### config.mk
export PLATFORM = sky130hd
export DESIGN_NAME = dual_gain_energy_accumulator_core
export DESIGN_NICKNAME = d
export VERILOG_FILES = /design/src/rtl/dgea_pkg.sv /design/src/rtl/dual_gain_energy_accumulator_core.sv
export SDC_FILE = /design/constraint.sdc
export NUM_CORES = 2
export LEC_CHECK = 0
export ABC_AREA = 1
export BUFFER_PORTS_ARGS = -buffer_cell sky130_fd_sc_hd__buf_2
export CAP_MARGIN = 20
export CORE_ASPECT_RATIO = 1.5
export CORE_MARGIN = 2
export CORE_UTILIZATION = 65
export DETAILED_ROUTE_END_ITERATION = 16
export GPL_ROUTABILITY_DRIVEN = 1
export GPL_TIMING_DRIVEN = 0
export PLACE_DENSITY = 0.91
export SYNTH_ARGS = -nofsm -noshare
export SYNTH_HDL_FRONTEND = slang
export SYNTH_SLANG_ARGS = --single-unit
### constraint.sdc
create_clock -name clk -period 9.1 [get_ports clk]
set_input_delay 1.365 -clock clk [delete_from_list [all_inputs] [get_ports clk]]
set_output_delay 1.365 -clock clk [all_outputs]
set_load 0.01 [all_outputs]
### src/rtl/dgea_pkg.sv
`timescale 1ns / 1ps

package dgea_pkg;

	// Default build parameters
	localparam int DEF_PAIRS_PER_BATCH = 8;
	localparam int DEF_SAMPLE_BITS     = 12;

	// Configuration port geometry
	localparam int CFG_INDEX_W = 4;
	localparam int CFG_DATA_W  = 12;
	localparam int LEVEL_W     = 12;
	localparam int WEIGHT_W    = 8;

	// Output widths
	localparam int ENERGY_W = 64;
	localparam int COUNT_W  = 32;

	// Register reset values
	localparam logic [LEVEL_W-1:0]  RST_LOW_GAIN_THRESHOLD = 12'd390;
	localparam logic [LEVEL_W-1:0]  RST_SETTLE_SPAN        = 12'd5;
	localparam logic [WEIGHT_W-1:0] RST_LOW_GAIN_WEIGHT    = 8'd21;
	localparam logic [WEIGHT_W-1:0] RST_HIGH_GAIN_WEIGHT   = 8'd2;

	// Register map
	typedef enum logic [CFG_INDEX_W-1:0] {
		CFG_LOW_GAIN_THRESHOLD = 4'd0,
		CFG_SETTLE_SPAN        = 4'd1,
		CFG_LOW_GAIN_WEIGHT    = 4'd2,
		CFG_HIGH_GAIN_WEIGHT   = 4'd3
	} cfg_index_t;

endpackage

### src/rtl/dual_gain_energy_accumulator_core.sv
`timescale 1ns / 1ps

// Dual-gain energy accumulator. Each input beat carries a high-gain and a
// low-gain sample plus a conversion-done flag and produces exactly one result
// beat: weighted energy (low total * low weight + high total * high weight,
// mod 2^64), the count of counted pairs and the calibrated flag. Beats are
// grouped in batches of PAIRS_PER_BATCH; until a batch settles (high-gain
// max - min below settle_span) each batch reloads both offsets with its mean
// and nothing is counted. Throughput is one beat per clock while out_ready is
// high. The accepting edge updates offsets, totals and count; when the beat
// advances, the output register takes the weight multiply of the 64-bit
// totals. The in_ready stalls only when both the state stage and the output
// register hold beats and out_ready is low. Configuration is written through
// cfg_wr_en/cfg_wr_index/cfg_wr_data and must only change while idle.
module dual_gain_energy_accumulator_core
	import dgea_pkg::*;
#(
	parameter int PAIRS_PER_BATCH = DEF_PAIRS_PER_BATCH,
	parameter int SAMPLE_BITS     = DEF_SAMPLE_BITS
) (
	input  logic                   clk,
	input  logic                   arst_n,

	input  logic                   cfg_wr_en,
	input  logic [CFG_INDEX_W-1:0] cfg_wr_index,
	input  logic [CFG_DATA_W-1:0]  cfg_wr_data,

	input  logic                   in_valid,
	output logic                   in_ready,
	input  logic [SAMPLE_BITS-1:0] high_gain_sample,
	input  logic [SAMPLE_BITS-1:0] low_gain_sample,
	input  logic                   conversion_done,

	output logic                   out_valid,
	input  logic                   out_ready,
	output logic [ENERGY_W-1:0]    energy_count,
	output logic [COUNT_W-1:0]     sample_total,
	output logic                   is_calibrated
);

	localparam int POS_W  = (PAIRS_PER_BATCH > 1) ? $clog2(PAIRS_PER_BATCH) : 1;
	localparam int SUM_W  = SAMPLE_BITS + $clog2(PAIRS_PER_BATCH);
	localparam int CMP_W  = (SAMPLE_BITS > LEVEL_W) ? SAMPLE_BITS : LEVEL_W;
	// Exact mean by reciprocal: floor(n / P) = floor(n * RECIP >> SHIFT) for n < 2^SUM_W
	localparam int SHIFT  = SUM_W + $clog2(PAIRS_PER_BATCH);
	localparam int RCP_W  = SUM_W + 1;
	localparam int PROD_W = SUM_W + RCP_W;
	localparam logic [63:0] RECIP_WIDE =
		((64'd1 << SHIFT) + 64'(PAIRS_PER_BATCH) - 64'd1) / 64'(PAIRS_PER_BATCH);
	localparam logic [RCP_W-1:0] RECIP = RECIP_WIDE[RCP_W-1:0];
	localparam logic [POS_W-1:0] LAST_POS = POS_W'(PAIRS_PER_BATCH - 1);

	// Configuration registers
	logic [LEVEL_W-1:0]  thresh_q;
	logic [LEVEL_W-1:0]  span_q;
	logic [WEIGHT_W-1:0] lo_wt_q;
	logic [WEIGHT_W-1:0] hi_wt_q;

	always_ff @(posedge clk or negedge arst_n) begin
		if (!arst_n) begin
			thresh_q <= RST_LOW_GAIN_THRESHOLD;
			span_q   <= RST_SETTLE_SPAN;
			lo_wt_q  <= RST_LOW_GAIN_WEIGHT;
			hi_wt_q  <= RST_HIGH_GAIN_WEIGHT;
		end else if (cfg_wr_en) begin
			case (cfg_index_t'(cfg_wr_index))
				CFG_LOW_GAIN_THRESHOLD: thresh_q <= cfg_wr_data[LEVEL_W-1:0];
				CFG_SETTLE_SPAN:        span_q   <= cfg_wr_data[LEVEL_W-1:0];
				CFG_LOW_GAIN_WEIGHT:    lo_wt_q  <= cfg_wr_data[WEIGHT_W-1:0];
				CFG_HIGH_GAIN_WEIGHT:   hi_wt_q  <= cfg_wr_data[WEIGHT_W-1:0];
				default: ;
			endcase
		end
	end

	// Accumulator state
	logic                   cal_q;
	logic [POS_W-1:0]       pos_q;
	logic [SAMPLE_BITS-1:0] hi_off_q;
	logic [SAMPLE_BITS-1:0] lo_off_q;
	logic [SUM_W-1:0]       hi_sum_q;
	logic [SUM_W-1:0]       lo_sum_q;
	logic [SAMPLE_BITS-1:0] min_q;
	logic [SAMPLE_BITS-1:0] max_q;
	logic [ENERGY_W-1:0]    lo_tot_q;
	logic [ENERGY_W-1:0]    hi_tot_q;
	logic [COUNT_W-1:0]     cnt_q;
	logic                   valid_s1;

	logic                   out_valid_q;
	logic [ENERGY_W-1:0]    energy_q;
	logic [COUNT_W-1:0]     total_q;
	logic                   cal_out_q;

	logic in_acc;
	logic advance;

	assign advance  = valid_s1 && (!out_valid_q || out_ready);
	assign in_ready = !valid_s1 || advance;
	assign in_acc   = in_valid && in_ready;

	// Calibration batch: running sums, extremes and batch mean
	logic [SUM_W-1:0]       hi_sum_d;
	logic [SUM_W-1:0]       lo_sum_d;
	logic [SAMPLE_BITS-1:0] min_d;
	logic [SAMPLE_BITS-1:0] max_d;
	logic [PROD_W-1:0]      hi_prod;
	logic [PROD_W-1:0]      lo_prod;
	logic [SAMPLE_BITS-1:0] hi_mean;
	logic [SAMPLE_BITS-1:0] lo_mean;
	logic [SAMPLE_BITS-1:0] spread;
	logic                   settled;
	logic                   batch_end;

	always_comb begin
		if (pos_q == '0) begin
			hi_sum_d = SUM_W'(high_gain_sample);
			lo_sum_d = SUM_W'(low_gain_sample);
			min_d    = high_gain_sample;
			max_d    = high_gain_sample;
		end else begin
			hi_sum_d = hi_sum_q + SUM_W'(high_gain_sample);
			lo_sum_d = lo_sum_q + SUM_W'(low_gain_sample);
			min_d    = min_q;
			max_d    = max_q;
			if (high_gain_sample < min_q) begin
				min_d = high_gain_sample;
			end else if (high_gain_sample > max_q) begin
				max_d = high_gain_sample;
			end
		end
		hi_prod   = PROD_W'(hi_sum_d) * PROD_W'(RECIP);
		lo_prod   = PROD_W'(lo_sum_d) * PROD_W'(RECIP);
		hi_mean   = hi_prod[SHIFT +: SAMPLE_BITS];
		lo_mean   = lo_prod[SHIFT +: SAMPLE_BITS];
		spread    = max_d - min_d;
		settled   = CMP_W'(spread) < CMP_W'(span_q);
		batch_end = (pos_q == LAST_POS);
	end

	// Counting path: pick channel and saturate the offset subtraction
	logic                   use_lo;
	logic                   add_lo;
	logic                   add_hi;
	logic [SAMPLE_BITS-1:0] lo_diff;
	logic [SAMPLE_BITS-1:0] hi_diff;

	always_comb begin
		use_lo  = CMP_W'(low_gain_sample) > CMP_W'(thresh_q);
		add_lo  = use_lo && (low_gain_sample > lo_off_q);
		add_hi  = !use_lo && (high_gain_sample > hi_off_q);
		lo_diff = low_gain_sample - lo_off_q;
		hi_diff = high_gain_sample - hi_off_q;
	end

	// State update on each accepted beat
	always_ff @(posedge clk or negedge arst_n) begin
		if (!arst_n) begin
			cal_q    <= 1'b0;
			pos_q    <= '0;
			hi_off_q <= '0;
			lo_off_q <= '0;
			hi_sum_q <= '0;
			lo_sum_q <= '0;
			min_q    <= '0;
			max_q    <= '0;
			lo_tot_q <= '0;
			hi_tot_q <= '0;
			cnt_q    <= '0;
		end else if (in_acc) begin
			pos_q <= batch_end ? '0 : pos_q + POS_W'(1);
			if (!cal_q) begin
				hi_sum_q <= hi_sum_d;
				lo_sum_q <= lo_sum_d;
				min_q    <= min_d;
				max_q    <= max_d;
				if (batch_end) begin
					hi_off_q <= hi_mean;
					lo_off_q <= lo_mean;
					if (settled) begin
						cal_q <= 1'b1;
					end
				end
			end else if (conversion_done) begin
				cnt_q <= cnt_q + COUNT_W'(1);
				if (add_lo) begin
					lo_tot_q <= lo_tot_q + ENERGY_W'(lo_diff);
				end else if (add_hi) begin
					hi_tot_q <= hi_tot_q + ENERGY_W'(hi_diff);
				end
			end
		end
	end

	// Stage 1 occupancy
	always_ff @(posedge clk or negedge arst_n) begin
		if (!arst_n) begin
			valid_s1 <= 1'b0;
		end else if (in_acc) begin
			valid_s1 <= 1'b1;
		end else if (advance) begin
			valid_s1 <= 1'b0;
		end
	end

	// Output register: weight the totals
	logic [ENERGY_W-1:0] lo_energy;
	logic [ENERGY_W-1:0] hi_energy;

	assign lo_energy = lo_tot_q * ENERGY_W'(lo_wt_q);
	assign hi_energy = hi_tot_q * ENERGY_W'(hi_wt_q);

	always_ff @(posedge clk or negedge arst_n) begin
		if (!arst_n) begin
			out_valid_q <= 1'b0;
		end else if (advance) begin
			out_valid_q <= 1'b1;
		end else if (out_ready) begin
			out_valid_q <= 1'b0;
		end
	end

	always_ff @(posedge clk) begin
		if (advance) begin
			energy_q  <= lo_energy + hi_energy;
			total_q   <= cnt_q;
			cal_out_q <= cal_q;
		end
	end

	assign out_valid     = out_valid_q;
	assign energy_count  = energy_q;
	assign sample_total  = total_q;
	assign is_calibrated = cal_out_q;

`ifndef ASSERT_OFF
	// Calibration is permanent
	a_cal_sticky: assert property (@(posedge clk) disable iff (!arst_n)
		!$fell(cal_q))
		else $error("calibrated flag dropped");

	// Nothing is counted before calibration
	a_no_count_uncal: assert property (@(posedge clk) disable iff (!arst_n)
		!cal_q |=> $stable(cnt_q) && $stable(lo_tot_q) && $stable(hi_tot_q))
		else $error("count moved while uncalibrated");

	// Input stalls only when both stages are full and the output is held
	a_stall_cause: assert property (@(posedge clk) disable iff (!arst_n)
		!in_ready |-> valid_s1 && out_valid_q && !out_ready)
		else $error("input stalled without a full pipeline");

	// Batch position moves only with an accepted beat
	a_pos_on_accept: assert property (@(posedge clk) disable iff (!arst_n)
		!in_acc |=> $stable(pos_q))
		else $error("batch position moved without a beat");
`endif

endmodule

Yosys cells after proc, flatten, opt, wreduce, memory -nomap -nowiden
Index checks and enable logic that the tools add are counted.

storage, ports and cells
  register bits after elaboration = 381
  bits of input ports = 46
  output and inout port bits = 99
  word-level logic and storage cells = 81

operators by class
  add/subtract/negate cells = 10
  multipliers = 2
  order comparisons = 6
  equality and inequality tests = 4
  muxes and demuxes = 15
  bitwise operators = 2
  reductions and logical operators = 22

operator list
  operator                                                               count
  64-bit by 12-bit adder with 64-bit output                              2
  64-bit by 8-bit multiplier with 64-bit output                          2
  64-bit adder                                                           1
  12-bit 2-to-1 mux                                                      5
  12-bit > comparator                                                    4
  12-bit subtractor                                                      3
  32-bit by 1-bit adder with 32-bit output, second input constant        1
  15-bit by 12-bit adder with 15-bit output                              2
  15-bit 2-to-1 mux                                                      2
  12-bit < comparator                                                    2
  2-bit AND reduction                                                    5
  4-bit by 2-bit equality test with 1-bit output, second input constant  2
  1-bit 2-to-1 mux                                                       7
  3-bit AND reduction                                                    2
  5-bit AND reduction                                                    1
  4-bit by 1-bit equality test with 1-bit output, second input constant  1
  1-bit logical AND                                                      4
  4-bit zero test                                                        1
  4-bit AND reduction                                                    1
  2-bit nonzero test                                                     2
  3-bit by 1-bit adder with 3-bit output, second input constant          1
  3-bit equality test, second input constant                             1
  1-bit zero test                                                        3
  3-bit zero test                                                        1
  3 further kinds                                                        5

Longest topological paths before layout
  word-level depth = 9
  depth in mapped cells = 31
  depth with buffers taken out = 30

Worst setup path before layout
No wires, ideal clock.

  path type = input to register
  start point = input port out_ready
  end point = register energy_q[0] (netlist: energy_count[0]) (enable)
  setup time = 0.585 ns
  arrival = 6.053 ns
  required time = 8.515 ns
  setup slack = 2.462 ns
  cell stages on the path = 2
  path buffers = 0
  cell sequence = inv_2 > a21oi_1

on the way
  longest elaborated chain between the ends = 2

ends and longest elaborated chain
  item                  line                                      source
  start, declared       dual_gain_energy_accumulator_core.sv:35   input logic out_ready,
  1-bit logical OR      dual_gain_energy_accumulator_core.sv:98   assign advance = valid_s1 && (!out_valid_q || out_ready);
  1-bit logical AND     dual_gain_energy_accumulator_core.sv:98
  via advance           dual_gain_energy_accumulator_core.sv:96   logic advance;
  end signal, assigned  dual_gain_energy_accumulator_core.sv:225  energy_q <= lo_energy + hi_energy;
  end, declared         dual_gain_energy_accumulator_core.sv:91   logic [ENERGY_W-1:0] energy_q;

The timed path passes the listed nets, and every way through them passes these cells.
A chain may end at the register's enable or synchronous reset.

Worst setup path in the final report
  start point = register hi_wt_q[5]
  end point = register energy_q[63] (netlist: energy_count[63]) (data pin)

on the way
  longest elaborated chain between the ends = 2

ends and longest elaborated chain
  item                                           line                                      source
  start, declared                                dual_gain_energy_accumulator_core.sv:57   logic [WEIGHT_W-1:0] hi_wt_q;
  start signal, assigned                         dual_gain_energy_accumulator_core.sv:70   CFG_HIGH_GAIN_WEIGHT: hi_wt_q <= cfg_wr_data[WEIGHT_W-1:0];
  64-bit by 8-bit multiplier with 64-bit output  dual_gain_energy_accumulator_core.sv:211  assign hi_energy = hi_tot_q * ENERGY_W'(hi_wt_q);
  64-bit adder                                   dual_gain_energy_accumulator_core.sv:225

No other way between the ends.

==> flow_summary.yaml <==
outcome:
  outcome: "complete, no violations"
yosys:
  ys_types: 53
  async_flop_share_pct: 74.5
  synth_top_cell_by_area: "fa_1"
  synth_nets: 8509
  synth_seq_area_share_pct: 18.3
  netlist.area_leader.share_pct: 30.1
  yosys_register_bits: 381
  synth.avg_cell_area_um2: 7.37
  syn_area_mm2: 0.0547
  yosys-top-cells-area: "fa_1 (30%), nand2_1 (17%), dfrtp_1 (13%)"
  ys_warn_count: 0
  synth-edff-count: 97
  syn_inst: 7417
  ys.flop_type: "dfrtp_1"
die:
  dieArea_mm2: 0.0865
  core_mm2: 0.0836
  die_width_um: 241
  dieHeight_um: 359
  io_pins: 145
  start_util_pct: 65.4
  rows: 130
setup_path:
  critPathCaptureType: "register"
  critPathLaunchType: "register"
  cpPeakStageDelay_ns: 0.85
  cp_slowest_cell: "clkbuf_1"
  reg2reg_depth: 26
  crit_start: "hi_wt_q[5]"
  cp.arrival_ns: 9.19
  reg2reg_from: "hi_wt_q[5]"
  crit_fanout: 10
  cp_common_cell: "nand2_1"
  crit_type: "reg2reg"
  crit_required_ns: 9.48
cts:
  cts_tree: "done"
  post_cts_buffers: 0
  post_cts_resized: 0
  cts_hold_buf: 0
  clk_pin_slew_ns: 0.07
  h-tree-depth: 2
  cts_sinks: 381
  worstSkewPairLatency_ns: 0.64
  cts-root-buf: "clkbuf_16"
  numCtsBuffers: 41
  cts_max_path_buffers: 3
sta:
  hold_viol_final: 0
  fmax_mhz: 113
  post-route-min-period_ns: 8.82
  setup_tns_ns: 0
  maxSlewViolCount: 0
  worst_pin_slew_ns: 1.31
  fin_crit_sh_pct: 96.9
  rsz0062_at_grt: "no"
  setup_viol: 0
  skew_ns: 0.0608
  slew_headroom_pct: 12.5
worst_hold_path:
  min_path_cells: 0
  worstHoldStart: "cnt_q[30]"
  hold_class: "reg2reg"
power:
  vdd_drop_max_uv: 554
  leakagePower_nw: 31.4
  power_density_mw_per_mm2: 411
global_route:
  gr-total-overflow: 0
  antenna_found_initial: 22
  grtUsageTotal_pct: 53.2
  grt_pass1_wl_um: 333000
  grt_max_degree: 111
  grt_pass1_vias: 55400
final_layout:
  syn2layout_area_growth_pct: 7.53
  fin_util_pct: 70.3
  fin_nets: 8724
  design_area_mm2: 0.0588
  final_cell_count_no_fill: 8801
  drive_gt1_share_pct: 4.70
route:
  ant_nets: 0
  firstDrtPassIters: 8
  wl_um: 222000
  drt-initial-drc-count: 5269
  vias: 52800
  via_per_inst: 6.00
  wl_per_cell_um: 25.2
  drc: 0
placement:
  place.gp.congestion: 1.09
  io_buffers: 144
  dpl_cell_area_mm2: 0.0570
  dp_hpwl_um: 179000
  dp_cells: 8689
job:
  cap_violations: 0
-- sequential cells by signal, summed over array words and instances (netlist names), 12 cells and up --
name,count
cnt_q,32
energy_count,64
hi_off_q,12
hi_sum_q,15
hi_tot_q,64
lo_off_q,12
lo_sum_q,15
lo_tot_q,64
max_q,12
min_q,12
sample_total,32
span_q,12
thresh_q,12
-- routing by layer --
| metal | track usage (%) | share of wire (%) |
|---|---|---|
| met1 | 52.1 | 30 |
| met2 | 81.6 | 45 |
| met3 | 23.0 | 12 |
| met4 | 53.2 | 13 |
| met5 | 0.515 | 0.13 |
-- cell usage after synthesis (77+ instances only) --
| library cell | n |
|---|---|
| dfrtp_1 | 274 |
| ha_1 | 224 |
| xor2_1 | 131 |
| fa_1 | 822 |
| nand3_1 | 300 |
| nand2_1 | 2404 |
| a21oi_1 | 169 |
| edfxtp_1 | 97 |
| o21ai_0 | 277 |
| clkbuf_1 | 202 |
| nor3_1 | 77 |
| nor2_1 | 381 |
| inv_1 | 1653 |
-- layout by cell type, fill, tap and decap left out, types with 52 or more instances in the layout --
cell type / n
o21ai_0: 277
xnor2_1: 52
xor2_1: 131
inv_1: 1653
buf_2: 180
edfxtp_1: 97
fa_1: 822
ha_1: 224
a21oi_1: 167
dfrtp_1: 274
clkbuf_1: 200
nor3_1: 77
nand4_1: 69
nand2_1: 2404
nand3_1: 300
nor2_1: 381
-- worst max-delay path: cells and delay by family, from the launching register on --
family	cells	cell delay (ns)
AOI/OAI and AO/OA	2	0.85
DFF	1	0.33
adders and majority gates	7	3.37
buffers and inverters	8	2.88
and+or+nand+nor	9	1.11
-- metrics by stage --
| stage | hold slack [ns] | total power, mW | setup WS [ns] |
|---|---|---|---|
| after floorplan | 0.425 | 14.0 | 2.46 |
| after global placement | 0.437 | 20.6 | 0.441 |
| after global routing | 0.470 | 25.5 | 0.0910 |
| after CTS | 0.464 | 23.1 | 0.780 |
| after detailed placement | 0.441 | 20.9 | 0.801 |
| final | 0.472 | 24.2 | 0.282 |
-- report_power, final --
part           switching [mW]  leakage, nW  internal (mW)  total, mW
Sequential              0.303         4.56           2.64       2.94
Clock                   0.830        0.708           1.07       1.90
Combinational            13.5         26.1           5.84       19.3
-- final timing paths --
path,end,slack (ns)
setup / recovery,energy_count[63],0.28
hold / removal,sample_total[30],0.47
setup reg to reg,energy_count[63],0.28
hold reg to reg,sample_total[30],0.47
max in group asynchronous,hi_tot_q[42],6.86
min in group asynchronous,cnt_q[2],0.70
-- area by class of cell --
| type | count | area (um2) |
|---|---|---|
| Tap cell | 1122 | 1400 |
| Buffer | 290 | 1210 |
| Antenna cell | 15 | 37.5 |
| Fill cell | 6720 | 24800 |
| Clock inverter | 24 | 334 |
| Inverter | 1662 | 6240 |
| Multi-Input combinational cell | 5084 | 37200 |
| Sequential cell | 381 | 10000 |
| Timing Repair Buffer | 172 | 1180 |
| Clock buffer | 51 | 1130 |
-- cells by family (layout without fill, tap and decap cells) --
logic type	count (synthesis)	in the layout	share of synthesized area [%]
buffers and inverters	1952	2199	13.6
other	0	15	0
AND/OR/NAND/NOR	3321	3321	24.6
flip-flops	381	381	18.3
AO/OA/AOI/OAI	534	534	5.26
adder cells (fa/ha/maj)	1046	1046	35.2
XOR/XNOR	183	183	2.93
(Power assumes the default switching activity.)
